## src/hw/rtl/door_pkg.sv

```systemverilog
// door opener controller: shared types, codes and reset values
package door_pkg;

    // one input item
    typedef struct packed {
        logic action;
        logic button_level;
        logic open_limit;
        logic closed_limit;
        logic fault_level;
    } t_door_in;

    // one result item
    typedef struct packed {
        logic [2:0] door_state;
        logic [7:0] servo_position;
        logic       light_on;
        logic       state_changed;
    } t_door_out;

    // operating mode, one-hot
    typedef enum logic [5:0] {
        MODE_OPENED  = 6'b000001,
        MODE_CLOSED  = 6'b000010,
        MODE_OPENING = 6'b000100,
        MODE_CLOSING = 6'b001000,
        MODE_PAUSED  = 6'b010000,
        MODE_FAULTED = 6'b100000
    } t_mode;

    // door_state codes on the result
    localparam logic [2:0] DS_OPENED  = 3'd0;
    localparam logic [2:0] DS_CLOSED  = 3'd1;
    localparam logic [2:0] DS_OPENING = 3'd2;
    localparam logic [2:0] DS_CLOSING = 3'd3;
    localparam logic [2:0] DS_PAUSED  = 3'd4;
    localparam logic [2:0] DS_FAULTED = 3'd5;

    // action codes
    localparam logic ACT_TICK   = 1'b0;
    localparam logic ACT_REMOTE = 1'b1;

    // register indexes
    localparam logic [2:0] REG_DEBOUNCE  = 3'd0;
    localparam logic [2:0] REG_STEP_PER  = 3'd1;
    localparam logic [2:0] REG_BLINK_PER = 3'd2;
    localparam logic [2:0] REG_LIGHT_HLD = 3'd3;
    localparam logic [2:0] REG_SERVO_MIN = 3'd4;
    localparam logic [2:0] REG_SERVO_MAX = 3'd5;
    localparam logic [2:0] REG_SERVO_STP = 3'd6;

    // register reset values
    localparam logic [15:0] RST_DEBOUNCE  = 16'd100;
    localparam logic [15:0] RST_STEP_PER  = 16'd50;
    localparam logic [15:0] RST_BLINK_PER = 16'd500;
    localparam logic [15:0] RST_LIGHT_HLD = 16'd5000;
    localparam logic [7:0]  RST_SERVO_MIN = 8'd20;
    localparam logic [7:0]  RST_SERVO_MAX = 8'd160;
    localparam logic [7:0]  RST_SERVO_STP = 8'd5;

    // tracker slots
    localparam int NTRACK     = 6;
    localparam int TRK_OPEN   = 0;
    localparam int TRK_CLOSE  = 1;
    localparam int TRK_PAUSE  = 2;
    localparam int TRK_OPENED = 3;
    localparam int TRK_CLOSED = 4;
    localparam int TRK_MOVING = 5;

    // mode to result code
    function automatic logic [2:0] mode_code(input t_mode m);
        logic [2:0] c;
        unique case (m)
            MODE_OPENED:  c = DS_OPENED;
            MODE_CLOSED:  c = DS_CLOSED;
            MODE_OPENING: c = DS_OPENING;
            MODE_CLOSING: c = DS_CLOSING;
            MODE_PAUSED:  c = DS_PAUSED;
            MODE_FAULTED: c = DS_FAULTED;
            default:      c = DS_CLOSED;
        endcase
        return c;
    endfunction

endpackage

```

## src/hw/rtl/door_opener_controller.sv

```systemverilog
// door opener controller: input register, mode logic and result register
//
//  channel  | direction | handshake                | payload
//  ---------+-----------+--------------------------+-----------------------
//  in       | to block  | i_in_valid / o_in_stall  | i_in_data  (t_door_in)
//  out      | from blk  | o_out_valid / i_out_stall| o_out_data (t_door_out)
//  config   | to block  | psel / penable / pready  | paddr, pwdata, prdata
//
// one item per clock sustained while the result is not stalled; an item waits in the input
// register and its result enters the result register when that register is free
// all mode, tracker, phase and timer logic sits between those two registers
// reset clears mode, trackers, timers and registers to their defaults
// a stalled result holds the pipe; the input register still takes a transfer
// while the result register is full but about to be taken
module door_opener_controller #(
    parameter int TIME_WIDTH = 16
) (
    input  logic                i_clk,
    input  logic                i_rst_n,
    input  logic                i_in_valid,
    output logic                o_in_stall,
    input  door_pkg::t_door_in  i_in_data,
    output logic                o_out_valid,
    input  logic                i_out_stall,
    output door_pkg::t_door_out o_out_data,
    input  logic                psel,
    input  logic                penable,
    input  logic                pwrite,
    input  logic [4:0]          paddr,
    input  logic [31:0]         pwdata,
    output logic [31:0]         prdata,
    output logic                pready
);
    import door_pkg::*;

    localparam int CW = (TIME_WIDTH > 16) ? TIME_WIDTH : 16;

    // configuration registers
    logic [15:0] r_debounce, r_step_per, r_blink_per, r_light_hld;
    logic [7:0]  r_servo_min, r_servo_max, r_servo_stp;

    // pipeline
    logic      r_s1_valid, r_out_valid;
    t_door_in  r_s1_data;
    t_door_out r_out_data, n_out_data;
    logic      s2_free, s1_fire, in_take;

    // controller state
    t_mode                 r_mode, n_mode, r_prev, n_prev;
    logic [7:0]            r_pos, n_pos;
    logic                  r_lamp, n_lamp, r_latch, n_latch;
    logic [NTRACK-1:0]     r_last, n_last;
    logic [TIME_WIDTH-1:0] r_el [NTRACK];
    logic [TIME_WIDTH-1:0] n_el [NTRACK];
    logic [15:0]           r_step_ph, n_step_ph, r_blink_ph, n_blink_ph;
    logic [15:0]           r_hold_rem, n_hold_rem;
    logic                  r_hold_run, n_hold_run;

    // per-tick helpers
    logic [TIME_WIDTH-1:0] el_inc [NTRACK];
    logic [NTRACK-1:0]     lvl, fire, use_trk;
    logic [16:0]           step_nx, blink_nx;
    logic                  step_fire, blink_fire;
    logic                  wr_en;
    logic [2:0]            reg_idx;

    // handshakes
    assign s2_free     = !r_out_valid || !i_out_stall;
    assign s1_fire     = r_s1_valid && s2_free;
    assign o_in_stall  = r_s1_valid && !s2_free;
    assign in_take     = i_in_valid && !o_in_stall;
    assign o_out_valid = r_out_valid;
    assign o_out_data  = r_out_data;

    // configuration port
    assign pready  = 1'b1;
    assign reg_idx = paddr[4:2];
    assign wr_en   = psel && penable && pwrite;

    always_comb begin
        unique case (reg_idx)
            REG_DEBOUNCE:  prdata = {16'd0, r_debounce};
            REG_STEP_PER:  prdata = {16'd0, r_step_per};
            REG_BLINK_PER: prdata = {16'd0, r_blink_per};
            REG_LIGHT_HLD: prdata = {16'd0, r_light_hld};
            REG_SERVO_MIN: prdata = {24'd0, r_servo_min};
            REG_SERVO_MAX: prdata = {24'd0, r_servo_max};
            REG_SERVO_STP: prdata = {24'd0, r_servo_stp};
            default:       prdata = 32'd0;
        endcase
    end

    always_ff @(posedge i_clk) begin
        if (!i_rst_n) begin
            r_debounce  <= RST_DEBOUNCE;
            r_step_per  <= RST_STEP_PER;
            r_blink_per <= RST_BLINK_PER;
            r_light_hld <= RST_LIGHT_HLD;
            r_servo_min <= RST_SERVO_MIN;
            r_servo_max <= RST_SERVO_MAX;
            r_servo_stp <= RST_SERVO_STP;
        end else if (wr_en) begin
            case (reg_idx)
                REG_DEBOUNCE:  r_debounce  <= pwdata[15:0];
                REG_STEP_PER:  r_step_per  <= pwdata[15:0];
                REG_BLINK_PER: r_blink_per <= pwdata[15:0];
                REG_LIGHT_HLD: r_light_hld <= pwdata[15:0];
                REG_SERVO_MIN: r_servo_min <= pwdata[7:0];
                REG_SERVO_MAX: r_servo_max <= pwdata[7:0];
                REG_SERVO_STP: r_servo_stp <= pwdata[7:0];
                default: ;
            endcase
        end
    end

    // tracker levels, saturating elapsed counts and debounce fire
    assign lvl = {r_s1_data.button_level, r_s1_data.button_level,
                  r_s1_data.button_level, r_s1_data.button_level,
                  r_s1_data.closed_limit, r_s1_data.open_limit};

    always_comb begin
        for (int i = 0; i < NTRACK; i++) begin
            el_inc[i] = (r_el[i] == {TIME_WIDTH{1'b1}}) ? r_el[i] : r_el[i] + 1'b1;
            fire[i]   = lvl[i] && (lvl[i] == r_last[i]) &&
                        (CW'(el_inc[i]) > CW'(r_debounce));
        end
    end

    // phase counters
    assign step_nx    = {1'b0, r_step_ph} + 17'd1;
    assign blink_nx   = {1'b0, r_blink_ph} + 17'd1;
    assign step_fire  = step_nx >= {1'b0, r_step_per};
    assign blink_fire = blink_nx >= {1'b0, r_blink_per};

    // next state for the item in the input register
    always_comb begin
        n_mode     = r_mode;
        n_prev     = r_prev;
        n_pos      = r_pos;
        n_lamp     = r_lamp;
        n_latch    = r_latch;
        n_step_ph  = r_step_ph;
        n_blink_ph = r_blink_ph;
        n_hold_rem = r_hold_rem;
        n_hold_run = r_hold_run;
        use_trk    = '0;

        if (r_s1_data.action == ACT_REMOTE) begin
            // remote press rules, time stands still
            unique case (r_mode) inside
                MODE_OPENING, MODE_CLOSING: begin
                    n_prev = r_mode;
                    n_mode = MODE_PAUSED;
                end
                MODE_OPENED: begin
                    n_prev = r_mode;
                    n_mode = MODE_CLOSING;
                end
                MODE_CLOSED: begin
                    n_prev = r_mode;
                    n_mode = MODE_OPENING;
                end
                MODE_PAUSED: begin
                    if (r_prev == MODE_OPENING) begin
                        n_prev = r_mode;
                        n_mode = MODE_CLOSING;
                    end else if (r_prev == MODE_CLOSING) begin
                        n_prev = r_mode;
                        n_mode = MODE_OPENING;
                    end
                end
                default: ;
            endcase
        end else begin
            // time base
            n_step_ph  = step_fire ? 16'd0 : step_nx[15:0];
            n_blink_ph = blink_fire ? 16'd0 : blink_nx[15:0];
            if (r_hold_run) begin
                if (r_hold_rem <= 16'd1) begin
                    n_hold_rem = 16'd0;
                    n_hold_run = 1'b0;
                    n_lamp     = 1'b0;
                end else begin
                    n_hold_rem = r_hold_rem - 16'd1;
                end
            end

            // mode logic
            unique case (r_mode)
                MODE_OPENING: begin
                    n_lamp = 1'b1;
                    if (step_fire) begin
                        n_pos = (r_pos == r_servo_max) ? r_servo_min : r_pos + r_servo_stp;
                    end
                    use_trk[TRK_OPEN] = 1'b1;
                    if (fire[TRK_OPEN]) begin
                        n_prev     = n_mode;
                        n_mode     = MODE_OPENED;
                        n_hold_rem = r_light_hld;
                        n_hold_run = 1'b1;
                    end
                    if (!r_s1_data.button_level) begin
                        n_latch = 1'b0;
                    end
                    use_trk[TRK_MOVING] = !n_latch;
                    if (!n_latch && fire[TRK_MOVING]) begin
                        n_latch    = 1'b1;
                        n_prev     = n_mode;
                        n_mode     = MODE_PAUSED;
                        n_hold_rem = r_light_hld;
                        n_hold_run = 1'b1;
                    end
                    if (r_s1_data.fault_level) begin
                        n_prev = n_mode;
                        n_mode = MODE_FAULTED;
                        n_lamp = 1'b1;
                    end
                end
                MODE_CLOSING: begin
                    n_lamp = 1'b1;
                    if (step_fire) begin
                        n_pos = (r_pos == r_servo_min) ? r_servo_max : r_pos - r_servo_stp;
                    end
                    use_trk[TRK_CLOSE] = 1'b1;
                    if (fire[TRK_CLOSE]) begin
                        n_prev     = n_mode;
                        n_mode     = MODE_CLOSED;
                        n_hold_rem = r_light_hld;
                        n_hold_run = 1'b1;
                    end
                    if (!r_s1_data.button_level) begin
                        n_latch = 1'b0;
                    end
                    use_trk[TRK_MOVING] = !n_latch;
                    if (!n_latch && fire[TRK_MOVING]) begin
                        n_latch    = 1'b1;
                        n_prev     = n_mode;
                        n_mode     = MODE_PAUSED;
                        n_hold_rem = r_light_hld;
                        n_hold_run = 1'b1;
                    end
                    // a fault while closing always records closing
                    if (r_s1_data.fault_level) begin
                        n_mode = MODE_FAULTED;
                        n_prev = MODE_CLOSING;
                    end
                end
                MODE_OPENED: begin
                    use_trk[TRK_OPENED] = 1'b1;
                    if (fire[TRK_OPENED]) begin
                        n_prev  = r_mode;
                        n_mode  = MODE_CLOSING;
                        n_latch = 1'b1;
                    end
                end
                MODE_CLOSED: begin
                    use_trk[TRK_CLOSED] = 1'b1;
                    if (fire[TRK_CLOSED]) begin
                        n_prev  = r_mode;
                        n_mode  = MODE_OPENING;
                        n_latch = 1'b1;
                    end
                end
                MODE_PAUSED: begin
                    if (!r_s1_data.button_level) begin
                        n_latch = 1'b0;
                    end
                    use_trk[TRK_PAUSE] = !n_latch;
                    if (!n_latch && fire[TRK_PAUSE]) begin
                        n_latch = 1'b1;
                        n_prev  = r_mode;
                        n_mode  = (r_prev == MODE_OPENING) ? MODE_CLOSING : MODE_OPENING;
                    end
                end
                MODE_FAULTED: begin
                    if (blink_fire) begin
                        n_lamp = !n_lamp;
                    end
                    if (!r_s1_data.button_level) begin
                        n_latch = 1'b0;
                    end
                    use_trk[TRK_PAUSE] = !n_latch;
                    if (!n_latch && fire[TRK_PAUSE]) begin
                        n_latch = 1'b1;
                        n_prev  = r_mode;
                        n_mode  = MODE_OPENING;
                    end
                end
                default: ;
            endcase
        end

        // tracker updates
        for (int i = 0; i < NTRACK; i++) begin
            if (r_s1_data.action == ACT_REMOTE) begin
                n_el[i]   = r_el[i];
                n_last[i] = r_last[i];
            end else begin
                n_el[i]   = (use_trk[i] && (lvl[i] != r_last[i])) ? '0 : el_inc[i];
                n_last[i] = use_trk[i] ? lvl[i] : r_last[i];
            end
        end

        // result item
        n_out_data.door_state     = mode_code(n_mode);
        n_out_data.servo_position = n_pos;
        n_out_data.light_on       = n_lamp;
        n_out_data.state_changed  = (n_mode != r_mode);
    end

    // control and state registers
    always_ff @(posedge i_clk) begin
        if (!i_rst_n) begin
            r_s1_valid  <= 1'b0;
            r_out_valid <= 1'b0;
            r_mode      <= MODE_CLOSED;
            r_prev      <= MODE_CLOSED;
            r_pos       <= RST_SERVO_MIN;
            r_lamp      <= 1'b0;
            r_latch     <= 1'b0;
            r_last      <= '1;
            r_step_ph   <= 16'd0;
            r_blink_ph  <= 16'd0;
            r_hold_rem  <= 16'd0;
            r_hold_run  <= 1'b0;
            for (int i = 0; i < NTRACK; i++) begin
                r_el[i] <= '0;
            end
        end else begin
            if (in_take) begin
                r_s1_valid <= 1'b1;
            end else if (s1_fire) begin
                r_s1_valid <= 1'b0;
            end
            if (s1_fire) begin
                r_out_valid <= 1'b1;
            end else if (!i_out_stall) begin
                r_out_valid <= 1'b0;
            end
            if (s1_fire) begin
                r_mode     <= n_mode;
                r_prev     <= n_prev;
                r_pos      <= n_pos;
                r_lamp     <= n_lamp;
                r_latch    <= n_latch;
                r_last     <= n_last;
                r_step_ph  <= n_step_ph;
                r_blink_ph <= n_blink_ph;
                r_hold_rem <= n_hold_rem;
                r_hold_run <= n_hold_run;
                for (int i = 0; i < NTRACK; i++) begin
                    r_el[i] <= n_el[i];
                end
            end
        end
    end

    // payload registers
    always_ff @(posedge i_clk) begin
        if (in_take) begin
            r_s1_data <= i_in_data;
        end
        if (s1_fire) begin
            r_out_data <= n_out_data;
        end
    end

    // a held item in the input register is neither lost nor altered
    a_s1_hold: assert property (@(posedge i_clk) disable iff (!i_rst_n)
        (r_s1_valid && !s2_free) |=> (r_s1_valid && $stable(r_s1_data)))
        else $error("input register lost or changed a held item");

    // a remote press leaves the time base alone
    a_remote_time: assert property (@(posedge i_clk) disable iff (!i_rst_n)
        (s1_fire && r_s1_data.action == ACT_REMOTE) |=>
        ($stable(r_step_ph) && $stable(r_blink_ph) && $stable(r_hold_rem)))
        else $error("remote press moved the time base");

    // a remote press while faulted keeps the door faulted
    a_remote_fault: assert property (@(posedge i_clk) disable iff (!i_rst_n)
        (s1_fire && r_s1_data.action == ACT_REMOTE && r_mode == MODE_FAULTED) |=>
        (r_mode == MODE_FAULTED))
        else $error("remote press left the faulted mode");

    // light is lit after any tick spent opening
    a_light_moving: assert property (@(posedge i_clk) disable iff (!i_rst_n)
        (s1_fire && r_s1_data.action == ACT_TICK && r_mode == MODE_OPENING) |=> r_lamp)
        else $error("light off after an opening tick");

endmodule
```

## config.mk

```make
export PLATFORM = sky130hd
export DESIGN_NAME = door_opener_controller
export DESIGN_NICKNAME = d
export VERILOG_FILES = /design/src/hw/rtl/door_pkg.sv /design/src/hw/rtl/door_opener_controller.sv
export SDC_FILE = /design/constraint.sdc
export NUM_CORES = 1
export LEC_CHECK = 0
export ABC_AREA = 0
export BUFFER_PORTS_ARGS = -buffer_cell sky130_fd_sc_hd__buf_4
export CORE_UTILIZATION = 32
export CTS_CLUSTER_SIZE = 10
export DETAILED_ROUTE_END_ITERATION = 8
export HOLD_SLACK_MARGIN = 0.15
export PLACE_DENSITY_LB_ADDON = 0.08
export SLEW_MARGIN = 20
export SYNTH_ARGS = -nofsm -noshare
export SYNTH_HDL_FRONTEND = slang
export SYNTH_SLANG_ARGS = --single-unit
```

## constraint.sdc

```tcl
create_clock -name i_clk -period 5.8 [get_ports i_clk]
set_input_delay 0 -clock i_clk [delete_from_list [all_inputs] [get_ports i_clk]]
set_output_delay 0 -clock i_clk [all_outputs]
set_load 0.005 [all_outputs]
```

==> results of run 1 <==
## layer usage
layer | up-vias | GRT usage [%] | wire [um]
met5 | - | 0 | 0
met3 | 81 | 2.78 | 2430
met2 | 313 | 32.4 | 27100
li1 | 7809 | - | -
met1 | 7571 | 26.1 | 27500
met4 | 0 | 6.65 | 1720
## flip-flops by register name (all words and copies together), names as in the netlist, 13 cells and up
register     flops
r_light_hld     16
r_step_per      16
o_out_data      13
r_blink_ph      16
r_step_ph       16
r_blink_per     16
r_el            96
r_debounce      16
r_hold_rem      16
## tightest hold or removal path: stages
cell	delay, ns
dlygate4sd3_1	0.53
buf_4	0.11
a21oi_1	0.06
nor2_1	0.08
## layout make-up
cell class,count,share of cell area [%]
timing repair buffer,116,4.52
clock inverter,16,0.916
sequential,281,31.3
multi-input combinational,1655,52.1
clock buffer,51,4.87
inverter,103,1.80
tap,765,4.43
## metrics by stage
stage	area (um^2)	worst slack, ns	util [%]	instances	power (W)
after detailed placement	19900	0.326	34.4	2883	0.00283
after global routing	21600	0.0342	37.3	2987	0.00544
after CTS	21600	0.286	37.2	2987	0.00529
after floorplan	18900	1.26	-	2142	0.00264
after global placement	19900	0.411	34.4	2883	0.00283
final	21600	0.547	37.3	2987	0.00522
## cells in the final DEF (no fill, tap or decap), types with 58 or more instances in the layout
cell,count
a21oi_1,133
buf_4,78
dfxtp_1,167
edfxtp_1,114
ha_1,158
inv_1,100
nand2_1,277
nand3_1,88
nand4_1,58
nor2_1,146
nor2b_1,79
o21ai_0,72
xnor2_1,68
xor2_1,63
## power groups by stage
stage	Sequential [W]	Combinational (W)	Clock, W
6_report	0.00220	0.000613	0.00241
5_1_grt	0.00221	0.000683	0.00255
4_1_cts	0.00220	0.000614	0.00248
3_5_place_dp	0.00224	0.000593	0
3_3_place_gp	0.00224	0.000586	0
2_1_floorplan	0.00221	0.000424	0
## worst min-delay path by stage
stage	from	end	slack, ns	depth (start not counted)
2_1_floorplan	i_in_data[2]	lvl[0]	0.1	0
3_3_place_gp	i_in_data[2]	lvl[0]	0.18	1
4_1_cts	i_out_stall	o_out_valid	0.22	4
5_1_grt	i_out_stall	o_out_valid	0.27	4
6_report	i_out_stall	o_out_valid	0.25	4
3_5_place_dp	i_in_data[1]	lvl[1]	0.18	1
## what timing repair did
action,CTS,global route
endpoints found under the hold margin,120,0
hold buffers,37,0
gates resized for setup,0,3
setup endpoints to repair,0,4
## cells by family after synthesis
logic type	Yosys count	share of synthesized area (%)
simple gates	838	21.9
compound gates	439	15.6
flops	281	36.0
buf+inv	206	4.77
fa+ha+maj	161	10.8
xor+xnor	131	6.10
mux	69	4.78
other cells	2	0.0399
==> metrics.md, run 1 <==
| Metric | Value |
|---|---|
| Endpoints failing hold | `0` |
| Final period util | `between 90% and 100%` |
| WP data arrival | `5.55 ns` |
| Crit path depth | `19` |
| Pre-antenna DRT Iters | `5` |
| Critical-path top delay cell | `or4_4` |
| Post-CTS setup buffers | `0` |
| Seq cells post-synth | `281` |
| Port Buffers | `61` |
| Die Y | `245 um` |
| Synthesized area | `between 15000 and 20000 um^2` |
| Worst-Margin Slew | `1.00 ns` |
| Critical Path Sink | `o_out_data[10]` |
| Standard-cell row count | `88` |
| Delay-heaviest family, CP | `simple AND/OR/NAND/NOR gates` |
| RSZ-0062 raised after global routing | `no` |
| Seq/Total Area, Yosys | `between 30 and 40%` |
| Routed vias/inst | `5.28` |
| Routed Wire Length | `58800 um` |
| Largest net degree at the start of global routing | `61` |
| Worst Clk Skew | `0.0297 ns` |
| Post-detailed-route count of antenna-violating nets | `0` |
| Reg2Reg Capture Point | `o_out_data[10]` |
| RePlAce Congestion | `~0.85` |
| Reg2reg start | `r_el[2][4]` |
| Startpoint Class | `flip-flop` |
| Switching Power | `0.00140 W` |
| Synth cell types | `101` |
| Syn. warnings | `0` |
| Synthesized netlist cell count | `2127` |
| R2r setup slk | `0.55 ns` |
| H-Tree Depth | `2` |
| Initial antenna violation count | `0` |
| Core footprint | `about 58000 um^2` |
| Initial Utilization | `around a third` |
| Via count | `15.8k` |
| Hpwl dp | `42500 um` |
| Root Driver | `clkbuf_16` |
| Footprint of the multi-input gates | `11300 um^2` |
| CP most frequent cell | `nand4_1` |
| Drt first-iter violations | `between 900 and 1k` |
| Max-slew violations | `0` |
| Clock-pin slew on the worst setup and hold paths | `around 0.060 ns` |
| Post-layout min period | `5.25 ns` |
| Final net count | `~2.4k` |
| Pwr dens | `approximately 240 nW/um^2` |
| Beginning of the critical path | `r_el[2][4]` |
| WS Path Type | `reg -> reg` |
| Area leader, netlist | `edfxtp_1` |
| Grt ovf | `0` |
| Synth Area per Inst | `between 8 and 9 um^2` |
| DRC | `0` |
| Vias in the first global route | `around 16k` |
| Crit-path max cell delay | `0.57 ns` |
| Switching share of power | `26.8%` |
| Ys flop type | `dfxtp_1` |
| Comb power frac | `11.7%` |
| Setup_tns | `0 ns` |
| Max Cap Viol | `0` |
| Die area | `59800 um^2` |
| GR Util All Layers | `about a fifth` |
| First-pass GRT wire length | `about 90000 um` |
| Run status | `finished, final reports clean` |
| Synth top area share | `18.2%` |
| Crit path required time | `6.09 ns` |
| Synth cell count leaders | `nand2_1 (277), dfxtp_1 (167), ha_1 (158)` |
| Synth top area cells | `edfxtp_1 (18%), dfxtp_1 (18%), ha_1 (11%), nand2_1 (5.5%), a21oi_1 (3.6%)` |
| R2R depth | `19` |
| Peak Freq | `190 MHz` |
| Critical Path, Cell by Cell | `and4_1 -> nand4_1 -> or4_4 -> nor2_2 -> nand4_2 -> nand4_1 -> nor3_1 -> xor2_1 -> ha_1 -> nand4_1 -> or4_1 -> nand3_1 -> a31oi_1 -> buf_4 -> a221o_1 -> a211o_1 -> o311a_2 -> nor3b_1 -> a22oi_1` |
| N_diodes | `0` |
| # IOs | `slightly below 100` |
| Area Growth Syn to Fin | `14.7%` |
| P_leak | `8.54 nW` |
| Fillers | `roughly 6k` |
| Clk_lat worst skew | `slightly below 0.6 ns` |
| Rel. slew slack | `approximately 33%` |
| Worst hold margin | `0.247 ns` |
| CTS tree | `yes` |
| HP Class | `in -> reg` |
| CTS Sinks | `281` |
| Synth async-reset ratio | `0%` |
| Count leader, synth | `nand2_1` |
| Maximum clock path buffer count | `3` |
| Die width | `approximately 240 um` |
| Register area | `roughly 6800 um^2` |
| WL/cell | `around 20 um` |
| Critical path buffers and inverters | `1` |
| Max VDD drop | `roughly 0.00022 V` |
| Share of post-route cells with drive strength above 1 | `under 10%` |
| Post-synth EDFFs | `around 110` |
| Reg power frac | `42.1%` |
| Crit end category | `flip-flop` |
| CTS Buf Count | `39` |
| Largest fanout on the critical path | `7` |
| Setup violators final | `0` |
| Internal | `0.00382 W` |
| Clock network fraction of total power | `a little under half` |
Power figures use the tool's default switching activity.
==> run 2, diff against run 1 <==
- CORE_MARGIN: default -> 2
- HOLD_SLACK_MARGIN: 0.15 -> 0.03
- RECOVER_POWER: default -> 100
==> run 2 against run 1 <==
Effect of this change: cell count decreased by 0.33%; highest routed layer unchanged; power decreased by 2.3%; critical path depth unchanged; clock power decreased by 5%; clock-buffer cell count increased by 8; largest power group unchanged; critical endpoint is now r_hold_rem[10]; the flow now finishes with violations (capacitance limit, slew limit).
==> metrics.md, run 2 (synthesized netlist as in run 1, its figures left out) <==
| Metric | Value |
|---|---|
| Crit-path max cell delay | `0.58 ns (about the same)` |
| Vias in the first global route | `15.2k (-2.6%)` |
| Switching share of power | `27.0% (+0.15 points)` |
| WP data arrival | `5.70 ns (+0.15 ns)` |
| Grt ovf | `0 (unchanged)` |
| Drt first-iter violations | `947 (+5.0%)` |
| Die area | `60800 um^2 (+1.6%)` |
| Pwr dens | `239 nW/um^2 (-1.2%)` |
| Setup_tns | `0 ns (unchanged)` |
| Maximum clock path buffer count | `3 (unchanged)` |
| Setup violators final | `0 (unchanged)` |
| Post-layout min period | `5.33 ns (+0.0809 ns)` |
| Final net count | `2392 (-0.54%)` |
| Routed vias/inst | `5.26 (-0.47%)` |
| Delay-heaviest family, CP | `simple AND/OR/NAND/NOR gates` |
| Final period util | `92.0% (+1.4 points)` |
| First-pass GRT wire length | `89500 um (-1.7%)` |
| Critical Path, Cell by Cell | `and4_1 -> nand4_1 -> nor4_1 -> and2_0 -> nand4_2 -> nand2b_1 -> nor3_1 -> xnor2_1 -> ha_1 -> nand4_1 -> nor3_1 -> a21bo_2 -> a31oi_2 -> inv_1 -> a21oi_2 -> buf_12 -> nor3_1 -> a211oi_1 -> nor3_1` |
| RSZ-0062 raised after global routing | `no` |
| GR Util All Layers | `19.0% (-0.61 points)` |
| N_diodes | `0 (unchanged)` |
| H-Tree Depth | `2 (unchanged)` |
| Hold Path Sink | `r_blink_per[1]` |
| Comb power frac | `11.7% (about the same)` |
| Post-CTS setup buffers | `0 (unchanged)` |
| Rel. slew slack | `-92.4% (-130 points)` |
| Worst Clk Skew | `0.0182 ns (-0.0116 ns)` |
| Largest reg by FF count | `r_el` |
| Core footprint | `57900 um^2 (unchanged)` |
| Largest net degree at the start of global routing | `79 (+30%)` |
| Clock network fraction of total power | `45.2% (-0.9 points)` |
| Area Growth Syn to Fin | `13.4%` |
| Share of post-route cells with drive strength above 1 | `8.00% (-1.4 points)` |
| Largest fanout on the critical path | `32 (+25)` |
| Critical-path top delay cell | `a31oi_2` |
| Via count | `15.6k (-0.81%)` |
| Failing checks | `capacitance limit, slew limit` |
| Clk_lat worst skew | `0.56 ns (-0.02 ns)` |
| Commonest non-fill, non-tap cells in the layout | `nand2_1 (277), dfxtp_1 (167), ha_1 (158)` |
| Max Cap Viol | `6 (+6)` |
| Hpwl dp | `42300 um (-0.53%)` |
| RePlAce Congestion | `0.846 (about the same)` |
| Switching Power | `0.00138 W (-1.8%)` |
| Power consumption | `0.00510 W (-2.3%)` |
| WL/cell | `19.5 um (-1.0%)` |
| DRC | `0 (unchanged)` |
| R2r setup slk | `0.47 ns (-0.08 ns)` |
| Critical path buffers and inverters | `2 (+1)` |
| Reg2Reg Capture Point | `r_hold_rem[10]` |
| CTS tree | `yes` |
| Die Y | `247 um (+0.82%)` |
| Pre-antenna DRT Iters | `7 (+2)` |
| Crit end category | `flip-flop` |
| WS Path Type | `reg -> reg` |
| Most common cell after layout, fill and taps aside | `nand2_1` |
| Max VDD drop | `0.000214 V (-3.0%)` |
| Max-slew violations | `262 (+262)` |
| Run status | `finished, violations left` |
| Root Driver | `clkbuf_16` |
| Initial antenna violation count | `0 (unchanged)` |
| P_leak | `8.40 nW (-1.7%)` |
| CTS Sinks | `281 (unchanged)` |
| Die width | `247 um (+0.82%)` |
| # IOs | `97 (unchanged)` |
| Port Buffers | `61 (unchanged)` |
| Worst-Margin Slew | `2.89 ns (+1.88 ns)` |
| Startpoint Class | `flip-flop` |
| Endpoints failing hold | `0 (unchanged)` |
| Initial Utilization | `32.5% (unchanged)` |
| Clock-pin slew on the worst setup and hold paths | `0.06 ns (about the same)` |
| CP most frequent cell | `nor3_1` |
| R2R depth | `19 (unchanged)` |
| Peak Freq | `187 MHz (-1.5%)` |
| Internal | `0.00373 W (-2.5%)` |
| Fillers | `5970 (-0.37%)` |
| Reg power frac | `43.2% (+1.1 points)` |
| Post-detailed-route count of antenna-violating nets | `0 (unchanged)` |
| Hold Path Depth | `5 (+1)` |
| HP Class | `in -> reg` |
| Crit path required time | `6.17 ns (+0.08 ns)` |
| Max FFs per register | `96 (unchanged)` |
| Standard-cell row count | `88 (unchanged)` |
| Hold Startpoint | `penable` |
| CTS Buf Count | `38 (-2.6%)` |
| Reg2reg start | `r_el[5][6]` |
| Routed Wire Length | `58000 um (-1.3%)` |
==> run 2: changes by cell type in the layout (fill, tap and decap cells not counted), moves of 5 or more <==
cell and change:
buf_4 -43, and2_0 +14, mux2_1 +5, and2_1 -13
clkbuf_1 +16, clkbuf_4 +26, dlygate4sd3_1 -9
==> run 2: power groups by stage <==
stage                     registers (W)  logic (W)  clock network [W]
after floorplan                 0.00221   0.000424                  0
after global placement          0.00224   0.000581                  0
after detailed placement        0.00224   0.000587                  0
after CTS                       0.00220   0.000603            0.00237
after global routing            0.00221   0.000668            0.00244
final                           0.00220   0.000596            0.00230
==> run 2: worst max-delay path by stage <==
stage	startpoint	to	slack, ns	cells after the start
after floorplan	o_out_valid	r_blink_ph[10]	1.26	9
after global placement	r_el[5][6]	o_out_data[10]	0.56	18
after detailed placement	r_el[5][5]	o_out_data[10]	0.51	18
after CTS	r_el[5][6]	o_out_data[10]	0.45	18
after global routing	r_el[5][6]	r_hold_rem[10]	0.01	19
final	r_el[5][6]	r_hold_rem[10]	0.47	19
==> run 2: area by class of cell <==
cell class	count	area [um^2]	share of cell area [%]
clock inverters	10	98.8	0.463
inverters	103	389	1.82
repair buffers	104	815	3.82
well taps	765	957	4.48
flip-flops and latches	281	6770	31.7
clock buffers	59	1110	5.21
multi-input cells	1655	11200	52.5
==> run 2: metal layers <==
metal	GRT usage, %	wire length, um	vias to the layer above
met3	2.31	2030	66
met4	4.73	1120	0
met1	25.4	27200	7509
li1	-	-	7786
met5	0	0	-
met2	32.4	27600	286
==> run 2: worst register-to-register path: stages, from the launching register on <==
cell and delay (ns):
edfxtp_1 0.40, and4_1 0.25, nand4_1 0.18, nor4_1 0.39, and2_0 0.37, nand4_2 0.26
nand2b_1 0.26, nor3_1 0.09, xnor2_1 0.16, ha_1 0.33, nand4_1 0.14, nor3_1 0.26
a21bo_2 0.26, a31oi_2 0.58, inv_1 0.21, a21oi_2 0.37, buf_12 0.23, nor3_1 0.09
a211oi_1 0.24, nor3_1 0.07
==> run 2: what timing repair did <==
action	CTS	global route
setup endpoints to repair	0	2
hold buffers	28	0
hold endpoints to repair	116	0
gates resized for setup	0	1
==> run 2: stage by stage <==
step / area (um^2) / cells / hold slack [ns] / util, % / worst slack, ns
after global routing: 21300 / 2977 / 0.175 / 36.9 / 0.00972
final: 21300 / 2977 / 0.147 / 36.9 / 0.466
after CTS: 21400 / 2977 / 0.125 / 37.0 / 0.454
after detailed placement: 19900 / 2880 / 0.179 / 34.4 / 0.509
after global placement: 19900 / 2880 / 0.180 / 34.4 / 0.564
after floorplan: 18900 / 2142 / 0.0989 / - / 1.26
==> run 3, diff against run 2 <==
- TNS_END_PERCENT: default -> 20
- clock period: 5.8 -> 6.85 ns (I/O delays scaled with it)
==> run 3 against run 2 <==
Effect of this change: hold slack improved by 0.035 ns; critical endpoint is now r_el[4][13]; register-to-register slack gained 0.46 ns; clock-buffer cell count stayed put; first-iteration DRC count grew 5.1%; the run still ends with capacitance limit, slew limit left; sequential power down 15%; largest power group unchanged; core utilization barely moved.
==> metrics.md, run 3 (synthesized netlist as in run 1, its figures left out) <==
| Metric | Value |
|---|---|
| Run status | `finished, violations left` |
| Failing checks | `capacitance limit, slew limit` |
| CP most frequent cell | `clkbuf_1` |
| Crit-path max cell delay | `1.98 ns (+1.40 ns)` |
| Die Y | `247 um (unchanged)` |
| RSZ-0062 raised after global routing | `no` |
| Switching Power | `0.00118 W (-14%)` |
| P_leak | `8.41 nW (about the same)` |
| Clock network fraction of total power | `45.8% (+0.6 points)` |
| Switching share of power | `26.9% (-0.031 points)` |
| Die width | `247 um (unchanged)` |
| WL/cell | `19.6 um (+0.69%)` |
| CTS Buf Count | `38 (unchanged)` |
| Max Cap Viol | `8 (+2)` |
| Routed vias/inst | `5.27 (+0.20%)` |
| Crit path required time | `7.23 ns (+1.06 ns)` |
| Clock-pin slew on the worst setup and hold paths | `0.06 ns (about the same)` |
| Pwr dens | `205 nW/um^2 (-14%)` |
| GR Util All Layers | `19.2% (+0.22 points)` |
| Worst-Margin Slew | `3.45 ns (+0.560 ns)` |
| First-pass GRT wire length | `90500 um (+1.0%)` |
| Initial antenna violation count | `0 (unchanged)` |
| Final net count | `2388 (-0.17%)` |
| Area Growth Syn to Fin | `13.3% (about the same)` |
| Critical path buffers and inverters | `4 (+2)` |
| Internal | `0.00319 W (-14%)` |
| Max FFs per register | `96 (unchanged)` |
| Endpoints failing hold | `0 (unchanged)` |
| Worst Clk Skew | `0.0207 ns (+0.00251 ns)` |
| Most common cell after layout, fill and taps aside | `nand2_1` |
| HP Class | `in -> reg` |
| Die area | `60800 um^2 (unchanged)` |
| Share of post-route cells with drive strength above 1 | `7.97% (-0.027 points)` |
| Root Driver | `clkbuf_16` |
| Peak Freq | `165 MHz` |
| Final period util | `88.2%` |
| WP data arrival | `6.43 ns (+0.73 ns)` |
| Post-detailed-route count of antenna-violating nets | `0 (unchanged)` |
| Startpoint Class | `input pin` |
| Delay-heaviest family, CP | `buffers and inverters` |
| # IOs | `97 (unchanged)` |
| Routed Wire Length | `58300 um (+0.52%)` |
| Initial Utilization | `32.5% (unchanged)` |
| Largest fanout on the critical path | `48 (+50%)` |
| Reg power frac | `42.7% (-0.5 points)` |
| Power consumption | `0.00437 W (-14%)` |
| Reg2reg start | `r_el[5][6]` |
| Post-layout min period | `6.04 ns` |
| Port Buffers | `61 (unchanged)` |
| Setup violators final | `0 (unchanged)` |
| WS Path Type | `in -> reg` |
| Max VDD drop | `0.000158 V (-26%)` |
| Via count | `15.7k (+0.032%)` |
| Core footprint | `57900 um^2 (unchanged)` |
| H-Tree Depth | `2 (unchanged)` |
| Rel. slew slack | `-130% (-37 points)` |
| Commonest non-fill, non-tap cells in the layout | `nand2_1 (277), dfxtp_1 (167), ha_1 (158)` |
| Crit end category | `flip-flop` |
| Standard-cell row count | `88 (unchanged)` |
| Hold Startpoint | `i_in_data[0]` |
| Vias in the first global route | `15.4k (+1.1%)` |
| Hpwl dp | `42100 um (-0.60%)` |
| RePlAce Congestion | `0.810 (-4.3%)` |
| DRC | `0 (unchanged)` |
| Critical-path top delay cell | `clkbuf_1` |
| Grt ovf | `0 (unchanged)` |
| Largest net degree at the start of global routing | `67 (-15%)` |
| Beginning of the critical path | `i_rst_n` |
| CTS tree | `yes` |
| Setup_tns | `0 ns (unchanged)` |
| Layout Utilization | `36.8% (about the same)` |
| Max-slew violations | `281 (+7.3%)` |
| Clk_lat worst skew | `0.57 ns (about the same)` |
| Drt first-iter violations | `995 (+5.1%)` |
| Pre-antenna DRT Iters | `5 (-2)` |
| CTS Sinks | `281 (unchanged)` |
| Resized cells post-CTS | `0 (unchanged)` |
| Largest reg by FF count | `r_el` |
| Critical Path, Cell by Cell | `dlygate4sd3_1 -> clkbuf_1 -> inv_1 -> nor2_1 -> clkbuf_1 -> o21ai_0 -> a21oi_1` |
| Comb power frac | `11.5% (-0.2 points)` |
| Maximum clock path buffer count | `3 (unchanged)` |
| N_diodes | `0 (unchanged)` |
## run 3: cell types whose count changed in the layout (fill, tap and decap cells not counted), sizes merged
cell    before  now
buf         36   31
clkbuf      99  100
clkinv       9    8
## run 3: stage by stage
step,worst slack (ns),hold WS [ns],std cells,instance area [um^2]
floorplan,2.31,0.0989,2142,18900
global placement,1.25,0.180,2876,19900
detailed placement,1.18,0.180,2876,19900
CTS,1.14,0.108,2972,21400
global route,0.382,0.169,2972,21300
finish,0.807,0.182,2972,21300
## run 3: layer usage
metal  up-vias  GRT usage (%)  wire length, um
li1       7768              -                -
met1      7540           25.6            27700
met2       253           31.8            26800
met3        91           2.43             1880
met4         0           7.14             1850
met5         -              0                0
## run 3: power groups by stage
stage / clock network, W / registers [W] / logic (W)
floorplan: 0 / 0.00187 / 0.000359
global placement: 0 / 0.00190 / 0.000489
detailed placement: 0 / 0.00190 / 0.000495
CTS: 0.00206 / 0.00186 / 0.000510
global route: 0.00213 / 0.00187 / 0.000563
finish: 0.00200 / 0.00186 / 0.000503
## run 3: repair_timing
| action | in CTS | in global routing |
|---|---|---|
| endpoints found under the hold margin | 117 | 0 |
| hold buffers | 28 | 0 |
| buffers inserted | 0 | 0 |
## run 3: layout make-up
cell class | count | area, um^2
clock buffer | 59 | 1150
clock inverter | 9 | 91.3
fill | 6025 | 36600
inverter | 103 | 387
multi-input combinational | 1655 | 11200
sequential | 281 | 6770
tap | 765 | 957
timing repair buffer | 100 | 788
## run 3: worst paths after layout
check | end | cells past startpoint | slack, ns
worst max-delay path | r_el[4][13] | 7 | 0.81
worst min-delay path | r_s1_data[0] | 2 | 0.18
worst max register to register | r_prev[1] | 18 | 0.93
worst min register to register | r_step_per[7] | 2 | 0.46
